===== src/rtl/multitouch_event_synthesizer_unit_assert.svh =====
// assertion macros for the multitouch event synthesizer top level
// expects signals named clk and rst in the including module
`ifndef MULTITOUCH_EVENT_SYNTHESIZER_UNIT_ASSERT_SVH
`define MULTITOUCH_EVENT_SYNTHESIZER_UNIT_ASSERT_SVH

// same-cycle implication
`define MES_ASSERT_IMP(lbl, ante, cons, msg) \
  lbl: assert property (@(posedge clk) disable iff (rst) (ante) |-> (cons)) else $error(msg);

// next-cycle implication
`define MES_ASSERT_NEXT(lbl, ante, cons, msg) \
  lbl: assert property (@(posedge clk) disable iff (rst) (ante) |=> (cons)) else $error(msg);

`endif


===== src/rtl/mes_pkg.sv =====
// shared types, codes and constants of the multitouch event synthesizer
// no dependencies
package mes_pkg;

  localparam int MAX_SLOTS_DEF = 8;
  localparam int QUEUE_DEPTH = 2;

  localparam logic [2:0] REQ_COMMIT = 3'd0;
  localparam logic [2:0] REQ_RESET  = 3'd1;
  localparam logic [2:0] REQ_DOWN   = 3'd2;
  localparam logic [2:0] REQ_MOVE   = 3'd3;
  localparam logic [2:0] REQ_UP     = 3'd4;

  localparam logic [3:0]  CFG_LIMIT_RESET  = 4'd8;
  localparam logic [31:0] TOUCH_MAJOR_VAL  = 32'd6;
  localparam logic [31:0] WIDTH_MAJOR_VAL  = 32'd4;
  localparam logic [31:0] TRACKING_RELEASE = 32'hFFFF_FFFF;

  typedef enum logic [2:0] {
    CFG_SLOT_PROTOCOL,
    CFG_SEND_TRACKING_ID,
    CFG_SEND_BUTTON_TOUCH,
    CFG_SEND_TOUCH_MAJOR,
    CFG_SEND_WIDTH_MAJOR,
    CFG_SEND_PRESSURE,
    CFG_CONTACTS_IN_USE
  } cfg_idx_t;

  typedef enum logic [2:0] {
    OP_COMMIT,
    OP_RESET,
    OP_DOWN,
    OP_MOVE,
    OP_UP,
    OP_NOP
  } op_t;

  typedef enum logic [3:0] {
    EV_SLOT,
    EV_TRACKING_ID,
    EV_BUTTON,
    EV_TOUCH_MAJOR,
    EV_WIDTH_MAJOR,
    EV_PRESSURE,
    EV_POS_X,
    EV_POS_Y,
    EV_MT_REPORT,
    EV_SYNC
  } ev_t;

  typedef enum logic [1:0] {
    PH_IDLE,
    PH_DOWN,
    PH_MOVED,
    PH_UP
  } ph_t;

  typedef enum logic [3:0] {
    ST_IDLE,
    ST_DECODE,
    ST_RESET,
    ST_WALK,
    ST_ADV,
    ST_SLOT,
    ST_TID,
    ST_BTN,
    ST_MAJOR,
    ST_WIDTH,
    ST_PRESS,
    ST_X,
    ST_Y,
    ST_REPORT,
    ST_SYNC,
    ST_DOWN
  } eng_state_t;

  typedef struct packed {
    op_t         op;
    logic [3:0]  idx;
    logic [15:0] x;
    logic [15:0] y;
    logic [15:0] p;
  } cmd_t;

  typedef struct packed {
    logic       proto_b;
    logic       tid;
    logic       btn;
    logic       major;
    logic       width;
    logic       press;
    logic [3:0] limit;
  } cfg_t;

  typedef struct packed {
    logic valid;
    logic full;
  } q_status_t;

endpackage


===== src/rtl/multitouch_event_synthesizer_unit.sv =====
// top level of the multitouch event synthesizer: config registers, front, engine
// depends on mes_pkg, mes_front, mes_engine and the assertion macro header
//
//   channel  | dir | transfer on               | payload
//   s_axis   | in  | s_axis_tvalid & tready    | tuser req_type, tdata contact and position
//   m_axis   | out | m_axis_tvalid & tready    | tuser event_kind, tdata value, tlast
//   cfg      | in  | cfg_valid & cfg_ready     | cfg_index register, cfg_data value
//
// a command is taken from the queue and decoded, then stepped through its event sequence;
// a protocol a commit walks every slot below the limit and sequences the live ones,
// with the sequencer stepping one event kind a cycle while the output register is free.
// a two-entry command queue keeps accepting while the sequencer or the output stalls, until it is full.
// reset clears slot phases, counters and queue; config is always ready.
`include "multitouch_event_synthesizer_unit_assert.svh"

module multitouch_event_synthesizer_unit import mes_pkg::*; #(
  parameter int MAX_SLOTS = MAX_SLOTS_DEF
) (
  input  logic        clk,
  input  logic        rst,
  input  logic        s_axis_tvalid,
  output logic        s_axis_tready,
  input  logic [55:0] s_axis_tdata,   // contact_index, pos_x, pos_y, touch_pressure
  input  logic [2:0]  s_axis_tuser,   // req_type
  output logic        m_axis_tvalid,
  input  logic        m_axis_tready,
  output logic [31:0] m_axis_tdata,   // event_value
  output logic [3:0]  m_axis_tuser,   // event_kind
  output logic        m_axis_tlast,
  input  logic        cfg_valid,
  output logic        cfg_ready,
  input  logic [2:0]  cfg_index,
  input  logic [3:0]  cfg_data
);

  cfg_t      cfg;
  q_status_t q_stat;
  cmd_t      q_cmd;
  logic      q_pop;
  ev_t       ev_kind;

  assign cfg_ready = 1'b1;

  always_ff @(posedge clk) begin
    if (rst) begin
      cfg.proto_b <= 1'b0;
      cfg.tid     <= 1'b0;
      cfg.btn     <= 1'b0;
      cfg.major   <= 1'b0;
      cfg.width   <= 1'b0;
      cfg.press   <= 1'b0;
      cfg.limit   <= CFG_LIMIT_RESET;
    end else if (cfg_valid && cfg_ready) begin
      case (cfg_index)
        CFG_SLOT_PROTOCOL:     cfg.proto_b <= cfg_data[0];
        CFG_SEND_TRACKING_ID:  cfg.tid     <= cfg_data[0];
        CFG_SEND_BUTTON_TOUCH: cfg.btn     <= cfg_data[0];
        CFG_SEND_TOUCH_MAJOR:  cfg.major   <= cfg_data[0];
        CFG_SEND_WIDTH_MAJOR:  cfg.width   <= cfg_data[0];
        CFG_SEND_PRESSURE:     cfg.press   <= cfg_data[0];
        CFG_CONTACTS_IN_USE:   cfg.limit   <= cfg_data;
        default: ;
      endcase
    end
  end

  mes_front u_front (
    .clk      (clk),
    .rst      (rst),
    .s_tvalid (s_axis_tvalid),
    .s_tready (s_axis_tready),
    .s_tdata  (s_axis_tdata),
    .s_tuser  (s_axis_tuser),
    .q_stat   (q_stat),
    .q_cmd    (q_cmd),
    .q_pop    (q_pop)
  );

  mes_engine #(
    .MaxSlots (MAX_SLOTS)
  ) u_engine (
    .clk      (clk),
    .rst      (rst),
    .cfg      (cfg),
    .q_stat   (q_stat),
    .q_cmd    (q_cmd),
    .q_pop    (q_pop),
    .ev_valid (m_axis_tvalid),
    .ev_ready (m_axis_tready),
    .ev_kind  (ev_kind),
    .ev_value (m_axis_tdata),
    .ev_last  (m_axis_tlast)
  );

  assign m_axis_tuser = ev_kind;

  `MES_ASSERT_NEXT(a_push_queued, s_axis_tvalid && s_axis_tready, q_stat.valid, "accepted command not queued")
  `MES_ASSERT_IMP(a_full_stalls, q_stat.full, !s_axis_tready, "ready while queue full")
  `MES_ASSERT_IMP(a_report_not_last, m_axis_tvalid && m_axis_tuser == EV_MT_REPORT, !m_axis_tlast, "mt report marked last")
  `MES_ASSERT_IMP(a_sync_zero, m_axis_tvalid && m_axis_tuser == EV_SYNC, m_axis_tdata == 32'd0, "sync report with nonzero value")

endmodule


===== src/rtl/mes_front.sv =====
// front end: accepts touch commands, classifies the request and queues them
// depends on mes_pkg
module mes_front import mes_pkg::*; (
  input  logic        clk,
  input  logic        rst,
  input  logic        s_tvalid,
  output logic        s_tready,
  input  logic [55:0] s_tdata,   // contact_index, pos_x, pos_y, touch_pressure
  input  logic [2:0]  s_tuser,   // req_type
  output q_status_t   q_stat,
  output cmd_t        q_cmd,
  input  logic        q_pop
);

  localparam int QPtrW = (QUEUE_DEPTH > 1) ? $clog2(QUEUE_DEPTH) : 1;
  localparam int QCntW = $clog2(QUEUE_DEPTH + 1);
  localparam logic [QCntW-1:0] QFull = QCntW'(QUEUE_DEPTH);
  localparam logic [QPtrW-1:0] QLast = QPtrW'(QUEUE_DEPTH - 1);

  cmd_t             queue [QUEUE_DEPTH];
  logic [QPtrW-1:0] wr_ptr;
  logic [QPtrW-1:0] rd_ptr;
  logic [QCntW-1:0] count;
  cmd_t             in_cmd;
  logic             push;

  always_comb begin
    in_cmd.idx = s_tdata[3:0];
    in_cmd.x   = s_tdata[19:4];
    in_cmd.y   = s_tdata[35:20];
    in_cmd.p   = s_tdata[51:36];
    case (s_tuser)
      REQ_COMMIT: in_cmd.op = OP_COMMIT;
      REQ_RESET:  in_cmd.op = OP_RESET;
      REQ_DOWN:   in_cmd.op = OP_DOWN;
      REQ_MOVE:   in_cmd.op = OP_MOVE;
      REQ_UP:     in_cmd.op = OP_UP;
      default:    in_cmd.op = OP_NOP;
    endcase
  end

  assign s_tready     = (count != QFull);
  assign push         = s_tvalid && s_tready;
  assign q_stat.valid = (count != '0);
  assign q_stat.full  = (count == QFull);
  assign q_cmd        = queue[rd_ptr];

  always_ff @(posedge clk) begin
    if (push) begin
      queue[wr_ptr] <= in_cmd;
    end
  end

  always_ff @(posedge clk) begin
    if (rst) begin
      wr_ptr <= '0;
      rd_ptr <= '0;
      count  <= '0;
    end else begin
      if (push) begin
        wr_ptr <= (wr_ptr == QLast) ? '0 : wr_ptr + 1'b1;
      end
      if (q_pop) begin
        rd_ptr <= (rd_ptr == QLast) ? '0 : rd_ptr + 1'b1;
      end
      if (push && !q_pop) begin
        count <= count + 1'b1;
      end else if (!push && q_pop) begin
        count <= count - 1'b1;
      end
    end
  end

endmodule


===== src/rtl/mes_engine.sv =====
// back end: slot state, commit walk and event sequencer with output register
// depends on mes_pkg
module mes_engine import mes_pkg::*; #(
  parameter int MaxSlots = MAX_SLOTS_DEF
) (
  input  logic        clk,
  input  logic        rst,
  input  cfg_t        cfg,
  input  q_status_t   q_stat,
  input  cmd_t        q_cmd,
  output logic        q_pop,
  output logic        ev_valid,
  input  logic        ev_ready,
  output ev_t         ev_kind,
  output logic [31:0] ev_value,
  output logic        ev_last
);

  localparam int IdxW = (MaxSlots > 1) ? $clog2(MaxSlots) : 1;
  localparam logic [3:0] MaxLim = 4'(MaxSlots);

  eng_state_t      state, state_next;
  cmd_t            cmd, cmd_next;
  logic [IdxW-1:0] ptr, ptr_next;
  ph_t             phase [MaxSlots];
  ph_t             phase_next [MaxSlots];
  logic [15:0]     slot_x [MaxSlots];
  logic [15:0]     slot_y [MaxSlots];
  logic [15:0]     slot_pressure [MaxSlots];
  logic [7:0]      active_count, active_count_next;
  logic [30:0]     id_counter, id_counter_next;
  logic            found, found_next;
  logic            pending_down, pending_down_next;
  logic            walking, walking_next;
  logic            up_seq, up_seq_next;
  logic            tid_en, tid_en_next;
  logic            btn_en, btn_en_next;
  logic            btn_val, btn_val_next;
  logic [31:0]     tid_val, tid_val_next;

  logic [3:0]  lim;
  logic        ok;
  ph_t         cur_ph;
  logic        out_free;
  logic        ptr_last;
  logic [7:0]  count_inc;
  logic [7:0]  count_dec;
  logic [30:0] id_inc;
  logic        store_en;
  logic        emit_en;
  ev_t         emit_kind;
  logic [31:0] emit_value;
  logic        emit_last;

  assign lim       = (cfg.limit < MaxLim) ? cfg.limit : MaxLim;
  assign ok        = (cmd.idx < lim);
  assign cur_ph    = phase[ptr];
  assign out_free  = !ev_valid || ev_ready;
  assign ptr_last  = ((4'(ptr) + 4'd1) >= lim);
  assign count_inc = (active_count == 8'hFF) ? active_count : active_count + 8'd1;
  assign count_dec = (active_count == 8'h00) ? active_count : active_count - 8'd1;
  assign id_inc    = (id_counter == 31'h7FFF_FFFF) ? '0 : id_counter + 31'd1;

  always_comb begin
    logic       live_seen;
    logic [7:0] c_after;
    state_next        = state;
    cmd_next          = cmd;
    ptr_next          = ptr;
    phase_next        = phase;
    active_count_next = active_count;
    id_counter_next   = id_counter;
    found_next        = found;
    pending_down_next = pending_down;
    walking_next      = walking;
    up_seq_next       = up_seq;
    tid_en_next       = tid_en;
    btn_en_next       = btn_en;
    btn_val_next      = btn_val;
    tid_val_next      = tid_val;
    q_pop             = 1'b0;
    store_en          = 1'b0;
    emit_en           = 1'b0;
    emit_kind         = EV_SYNC;
    emit_value        = '0;
    emit_last         = 1'b0;
    live_seen         = 1'b0;
    c_after           = active_count;
    case (state)
      ST_IDLE: begin
        if (q_stat.valid) begin
          q_pop             = 1'b1;
          cmd_next          = q_cmd;
          ptr_next          = q_cmd.idx[IdxW-1:0];
          pending_down_next = 1'b0;
          found_next        = 1'b0;
          walking_next      = 1'b0;
          state_next        = ST_DECODE;
        end
      end
      ST_DECODE: begin
        state_next = ST_IDLE;
        case (cmd.op)
          OP_COMMIT: begin
            if (cfg.proto_b) begin
              state_next = ST_SYNC;
            end else begin
              ptr_next     = '0;
              walking_next = 1'b1;
              found_next   = 1'b0;
              state_next   = ST_WALK;
            end
          end
          OP_RESET: state_next = ST_RESET;
          OP_DOWN: begin
            if (ok) begin
              pending_down_next = 1'b1;
              state_next = (cur_ph != PH_IDLE) ? ST_RESET : ST_DOWN;
            end
          end
          OP_MOVE: begin
            if (ok && cur_ph != PH_IDLE) begin
              store_en = 1'b1;
              if (cfg.proto_b) begin
                tid_en_next  = 1'b0;
                btn_en_next  = 1'b0;
                up_seq_next  = 1'b0;
                walking_next = 1'b0;
                state_next   = ST_SLOT;
              end else begin
                phase_next[ptr] = PH_MOVED;
              end
            end
          end
          OP_UP: begin
            if (ok && cur_ph != PH_IDLE) begin
              if (cfg.proto_b) begin
                phase_next[ptr]   = PH_IDLE;
                active_count_next = count_dec;
                tid_val_next      = TRACKING_RELEASE;
                tid_en_next       = 1'b1;
                btn_en_next       = cfg.btn && (count_dec == 8'd0);
                btn_val_next      = 1'b0;
                up_seq_next       = 1'b1;
                walking_next      = 1'b0;
                state_next        = ST_SLOT;
              end else begin
                phase_next[ptr] = PH_UP;
              end
            end
          end
          default: ;
        endcase
      end
      ST_RESET: begin
        if (cfg.proto_b) begin
          for (int s = 0; s < MaxSlots; s++) begin
            if ((4'(s) < lim) && (phase[s] != PH_IDLE)) begin
              phase_next[s] = PH_IDLE;
              live_seen     = 1'b1;
            end
          end
          ptr_next = cmd.idx[IdxW-1:0];
          if (live_seen) begin
            state_next = ST_SYNC;
          end else if (pending_down) begin
            state_next = ST_DOWN;
          end else begin
            state_next = ST_IDLE;
          end
        end else begin
          for (int s = 0; s < MaxSlots; s++) begin
            if ((4'(s) < lim) && (phase[s] == PH_DOWN || phase[s] == PH_MOVED)) begin
              phase_next[s] = PH_UP;
            end
          end
          ptr_next     = '0;
          walking_next = 1'b1;
          found_next   = 1'b0;
          state_next   = ST_WALK;
        end
      end
      ST_WALK: begin
        if (lim == 4'd0) begin
          state_next = ST_ADV;
        end else begin
          case (cur_ph)
            PH_DOWN, PH_MOVED: begin
              c_after           = (cur_ph == PH_DOWN) ? count_inc : active_count;
              found_next        = 1'b1;
              active_count_next = c_after;
              tid_val_next      = {{(32-IdxW){1'b0}}, ptr};
              tid_en_next       = cfg.tid;
              btn_en_next       = cfg.btn && (cur_ph == PH_DOWN) && (c_after == 8'd1);
              btn_val_next      = 1'b1;
              up_seq_next       = 1'b0;
              phase_next[ptr]   = PH_MOVED;
              state_next        = ST_TID;
            end
            PH_UP: begin
              found_next        = 1'b1;
              active_count_next = count_dec;
              tid_val_next      = {{(32-IdxW){1'b0}}, ptr};
              tid_en_next       = cfg.tid;
              btn_en_next       = cfg.btn && (count_dec == 8'd0);
              btn_val_next      = 1'b0;
              up_seq_next       = 1'b1;
              phase_next[ptr]   = PH_IDLE;
              state_next        = ST_TID;
            end
            default: state_next = ST_ADV;
          endcase
        end
      end
      ST_ADV: begin
        if (ptr_last) begin
          ptr_next     = cmd.idx[IdxW-1:0];
          walking_next = 1'b0;
          if (found) begin
            state_next = ST_SYNC;
          end else if (pending_down) begin
            state_next = ST_DOWN;
          end else begin
            state_next = ST_IDLE;
          end
        end else begin
          ptr_next   = ptr + 1'b1;
          state_next = ST_WALK;
        end
      end
      ST_SLOT: begin
        if (out_free) begin
          emit_en    = 1'b1;
          emit_kind  = EV_SLOT;
          emit_value = {28'd0, cmd.idx};
          state_next = ST_TID;
        end
      end
      ST_TID: begin
        if (!tid_en) begin
          state_next = ST_BTN;
        end else if (out_free) begin
          emit_en    = 1'b1;
          emit_kind  = EV_TRACKING_ID;
          emit_value = tid_val;
          emit_last  = !walking && up_seq && !btn_en;
          state_next = ST_BTN;
        end
      end
      ST_BTN: begin
        if (!btn_en || out_free) begin
          if (btn_en) begin
            emit_en    = 1'b1;
            emit_kind  = EV_BUTTON;
            emit_value = {31'd0, btn_val};
            emit_last  = !walking && up_seq;
          end
          if (!up_seq) begin
            state_next = ST_MAJOR;
          end else begin
            state_next = walking ? ST_REPORT : ST_IDLE;
          end
        end
      end
      ST_MAJOR: begin
        if (!cfg.major) begin
          state_next = ST_WIDTH;
        end else if (out_free) begin
          emit_en    = 1'b1;
          emit_kind  = EV_TOUCH_MAJOR;
          emit_value = TOUCH_MAJOR_VAL;
          state_next = ST_WIDTH;
        end
      end
      ST_WIDTH: begin
        if (!cfg.width) begin
          state_next = ST_PRESS;
        end else if (out_free) begin
          emit_en    = 1'b1;
          emit_kind  = EV_WIDTH_MAJOR;
          emit_value = WIDTH_MAJOR_VAL;
          state_next = ST_PRESS;
        end
      end
      ST_PRESS: begin
        if (!cfg.press) begin
          state_next = ST_X;
        end else if (out_free) begin
          emit_en    = 1'b1;
          emit_kind  = EV_PRESSURE;
          emit_value = {16'd0, slot_pressure[ptr]};
          state_next = ST_X;
        end
      end
      ST_X: begin
        if (out_free) begin
          emit_en    = 1'b1;
          emit_kind  = EV_POS_X;
          emit_value = {16'd0, slot_x[ptr]};
          state_next = ST_Y;
        end
      end
      ST_Y: begin
        if (out_free) begin
          emit_en    = 1'b1;
          emit_kind  = EV_POS_Y;
          emit_value = {16'd0, slot_y[ptr]};
          emit_last  = !walking;
          state_next = walking ? ST_REPORT : ST_IDLE;
        end
      end
      ST_REPORT: begin
        if (out_free) begin
          emit_en    = 1'b1;
          emit_kind  = EV_MT_REPORT;
          state_next = ST_ADV;
        end
      end
      ST_SYNC: begin
        if (out_free) begin
          emit_en    = 1'b1;
          emit_kind  = EV_SYNC;
          emit_last  = !(pending_down && cfg.proto_b);
          state_next = pending_down ? ST_DOWN : ST_IDLE;
        end
      end
      ST_DOWN: begin
        phase_next[ptr] = PH_DOWN;
        store_en        = 1'b1;
        if (cfg.proto_b) begin
          id_counter_next   = id_inc;
          active_count_next = count_inc;
          tid_val_next      = {1'b0, id_inc};
          tid_en_next       = 1'b1;
          btn_en_next       = cfg.btn && (count_inc == 8'd1);
          btn_val_next      = 1'b1;
          up_seq_next       = 1'b0;
          walking_next      = 1'b0;
          state_next        = ST_SLOT;
        end else begin
          state_next = ST_IDLE;
        end
      end
      default: state_next = ST_IDLE;
    endcase
  end

  always_ff @(posedge clk) begin
    if (rst) begin
      state        <= ST_IDLE;
      ptr          <= '0;
      active_count <= '0;
      id_counter   <= '0;
      found        <= 1'b0;
      pending_down <= 1'b0;
      walking      <= 1'b0;
      up_seq       <= 1'b0;
      tid_en       <= 1'b0;
      btn_en       <= 1'b0;
      ev_valid     <= 1'b0;
      for (int s = 0; s < MaxSlots; s++) begin
        phase[s] <= PH_IDLE;
      end
    end else begin
      state        <= state_next;
      ptr          <= ptr_next;
      phase        <= phase_next;
      active_count <= active_count_next;
      id_counter   <= id_counter_next;
      found        <= found_next;
      pending_down <= pending_down_next;
      walking      <= walking_next;
      up_seq       <= up_seq_next;
      tid_en       <= tid_en_next;
      btn_en       <= btn_en_next;
      if (emit_en) begin
        ev_valid <= 1'b1;
      end else if (ev_ready) begin
        ev_valid <= 1'b0;
      end
    end
  end

  always_ff @(posedge clk) begin
    cmd     <= cmd_next;
    btn_val <= btn_val_next;
    tid_val <= tid_val_next;
    if (store_en) begin
      slot_x[ptr]        <= cmd.x;
      slot_y[ptr]        <= cmd.y;
      slot_pressure[ptr] <= cmd.p;
    end
    if (emit_en) begin
      ev_kind  <= emit_kind;
      ev_value <= emit_value;
      ev_last  <= emit_last;
    end
  end

endmodule


===== config.mk =====
export PLATFORM = sky130hd
export DESIGN_NAME = multitouch_event_synthesizer_unit
export DESIGN_NICKNAME = d
export VERILOG_FILES = /design/src/rtl/mes_pkg.sv /design/src/rtl/multitouch_event_synthesizer_unit.sv /design/src/rtl/mes_front.sv /design/src/rtl/mes_engine.sv
export VERILOG_INCLUDE_DIRS = /design/src /design/src/rtl
export SDC_FILE = /design/constraint.sdc
export NUM_CORES = 1
export LEC_CHECK = 0
export ABC_CLOCK_PERIOD_IN_PS = 5200
export BUFFER_PORTS_ARGS = -buffer_cell sky130_fd_sc_hd__buf_2
export CORE_MARGIN = 4
export CORE_UTILIZATION = 58
export CTS_BUF_LIST = sky130_fd_sc_hd__clkbuf_2
export DETAILED_ROUTE_END_ITERATION = 8
export GPL_TIMING_DRIVEN = 1
export PLACE_DENSITY = 0.78
export SLEW_MARGIN = 20
export SYNTH_ARGS = -nofsm -noshare
export SYNTH_HDL_FRONTEND = slang
export SYNTH_SLANG_ARGS = --single-unit

===== constraint.sdc =====
create_clock -name clk -period 5.2 [get_ports clk]
set_input_delay 1.04 -clock clk [delete_from_list [all_inputs] [get_ports clk]]
set_output_delay 1.04 -clock clk [all_outputs]
set_load 0.1 [all_outputs]

==> reports/metrics.cfg <==
[global_route]
grt_pass1_wl_um=108000
use_met1=0.355
grtUsageMet3=0.0610
busiest_layer=met2
gr-usage-met2=0.391
grt_max_degree=66
track_usage=0.251
grt-ovfl-total=0
antenna_found_initial=2
grt_pass1_vias=19000

[run]
cap_viol_max_count=0

[placement]
gp_congestion=0.932
io_buffers=105
place_hpwl_um=42100
dp_worst_setup_slack_ps=1270
dp_cells=2673

[yosys]
avgSynthCellArea_um2=15.2
synthAdderAreaFrac=0.00961
synthesis.nets=2068
ys.warnings.count=0
ys_seq_area_frac=0.679
netlist_instances=1974
synth_top_family_by_area=multiplexers
synth_xor_area_frac=0.0143
yosys_most_used_dff=edfxtp_1
muxShareOfSynthArea=0.116
synth_cell_type_count=91
synth-edff-count=619
ys_ff_latch=706
synth_area_um2=29900
synth-compound-area-share=0.0818
synthSimpleGateAreaFrac=0.0771
async_reset_ff_frac=0

[clock_tree]
cts_tree=built
htree_num_levels=4
cts-root-buf=clkbuf_2
clk-insertion-delay-late_ps=1320
numClockSinks=706
clkTransAtPathRegs_ps=90
cts_buffers=168
ctsResizeCount=0
clockBufferDepth=3

[critical_path]
path_cells=inv_1, nand2_1, ha_1, a21o_1, a221o_1, or2_1, nor2_1, a21oi_2, nor2_4, buf_4
startpoint=cfg[3]
end_kind=flip-flop
worstReg2RegEnd=u_engine.slot_y[7][3]
crit_slowest_cell=nor2_4
crit_arrival_ps=4940
worstReg2RegStart=cfg[3]
crit_required_ps=6180
crit_end=u_engine.slot_y[7][3]
cp_slowest_stage_delay_ps=670
path_max_fanout=19
r2r_cells=10
path_class=flip-flop to flip-flop
startpoint_type=flip-flop
rrSetupSlack_ps=1240

[route]
wl_um=69600
ant_nets=0
vias=18700
routedWlPerCell_um=23.0
drt_iter0_markers=2225
drc_errors=0
viasPerCell=6.18
firstDrtPassIters=9

[pwr]
power.density_nw_per_um2=428
p_leak_nw=11.1
power.total_mw=14.3
max-vdd-ir-drop_uv=317

[timing]
finalSetupViolations=0
maxSlewHeadroom=0.247
setup_tns_ps=0
fin_ws_ps=1240
worst_slew_pin_slew_ps=1130
min_period_ps=3960
grt_setup_unrepaired=false
slew_violations=0
fin_skew_ps=93.9
period_share=0.761
finalHoldViolCount=0
fmax_mhz=253

[layout]
area_growth_pct=11.5
finalNonFillerCells=3033
num-fill-cells=3630
layout-drive-gt1-share=0.276
final_nets=2317
fin_util=0.653

[run_status]
status=completed

[die]
die_w_um=235
die_h_um=235
ios=111
core_area_um2=51200
initial_utilization=0.585
dieArea_um2=55300
placementRows=83

[min_path]
hold_class=input port to flip-flop

[cell families after synthesis]
kind of cell               Yosys count
adders and majority gates           23
and+or+nand+nor                    448
buffers and inverters              168
xor gates and xnor gates            49
muxes                              214
AOI/OAI and AO/OA                  365
DFF                                706
other                                1
[timing repair]
item,CTS,global route
hold buffers,60,0
hold endpoints to repair,125,0
buffers inserted,0,0
[how the worst min path moves through the flow]
stage,from,endpoint,slack (ps),cells after the start
final,cfg_index[0],cfg[8],210,4
after floorplan,flip-flop,flip-flop,450,2
after global placement,u_engine.id_counter[1],u_engine.id_counter[1],480,2
after detailed placement,flip-flop,flip-flop,480,2
after global routing,s_axis_tuser[1],u_front.queue[1][53],70,2
after CTS,cfg_index[0],cfg[8],30,4
[layout make-up]
| cell class | instances | area [µm²] | share of cell area |
|---|---|---|---|
| Tap cell | 680 | 851 | 0.0255 |
| Clock inverter | 52 | 297 | 0.00888 |
| Inverter | 46 | 173 | 0.00517 |
| Multi-Input combinational cell | 1100 | 9090 | 0.272 |
| Sequential cell | 706 | 20300 | 0.609 |
| Antenna cell | 2 | 5.00 | 0.000150 |
| Clock buffer | 246 | 1230 | 0.0369 |
| Timing Repair Buffer | 201 | 1420 | 0.0425 |
[placed cells by master, fill, tap and decap left out, types with 40 or more instances in the layout]
master,count
nor2_1,106
a22oi_1,40
clkbuf_2,246
mux4_2,96
edfxtp_1,619
dfxtp_1,83
buf_2,105
nand3_1,48
mux2_2,99
dlygate4sd3_1,60
nand2_1,97
o21ai_0,83
a21oi_1,79
inv_1,43
[sequential cells by signal (all words and copies together), names as in the netlist, 3 cells and up, named ones only]
signal                  cells
cfg                        10
u_engine.slot_pressure    128
u_front.queue             110
u_engine.active_count       8
u_engine.slot_y           128
u_engine.id_counter        31
u_engine.state              4
u_engine.ptr                3
u_engine.cmd               55
u_engine.slot_x           128
u_engine.ev_value          32
u_engine.ev_kind            4
u_engine.tid_val           32
[cell usage after synthesis, types with 29 or more instances]
master | instances | area share
nor3_1 | 29 | 0.0048
mux4_2 | 96 | 0.072
nand2_1 | 97 | 0.012
nor2_1 | 116 | 0.015
a22oi_1 | 40 | 0.010
mux2_2 | 99 | 0.037
clkbuf_1 | 83 | 0.010
xor2_1 | 35 | 0.010
inv_1 | 44 | 0.0055
dfxtp_1 | 87 | 0.058
o21ai_0 | 83 | 0.014
nand3_1 | 48 | 0.0080
edfxtp_1 | 619 | 0.62
a21oi_1 | 80 | 0.013
[metrics by stage]
step                area, µm²  hold slack [ps]
floorplan               30000              449
global placement        31300              476
detailed placement      31300              481
CTS                     33400             31.8
global route            33400             66.1
finish                  33400              206
[metal layers]
| layer | up-vias | share of wire | wire length, µm |
|---|---|---|---|
| met5 | - | 0 | 0 |
| met4 | 0 | 0.016 | 1100 |
| met3 | 101 | 0.092 | 6410 |
| met2 | 1017 | 0.48 | 33100 |
| met1 | 9219 | 0.42 | 29000 |
| li1 | 8392 | - | - |
[critical path: cells and delay by family, from the launching register on]
| kind | cells | cell delay [ps] |
|---|---|---|
| adders and majority gates | 1 | 260 |
| DFF | 1 | 640 |
| AOI/OAI and AO/OA | 3 | 880 |
| buffers and inverters | 2 | 600 |
| and+or+nand+nor | 4 | 1290 |
[where the power goes]
part	leakage, nW	internal, mW	total (mW)	switching [mW]
clock network	1.16	1.38	3.56	2.17
registers	6.29	7.08	7.83	0.751
logic	3.67	1.31	2.90	1.59
total	11.1	9.78	14.3	4.52
No activity file was read; power rests on OpenSTA's default activity.
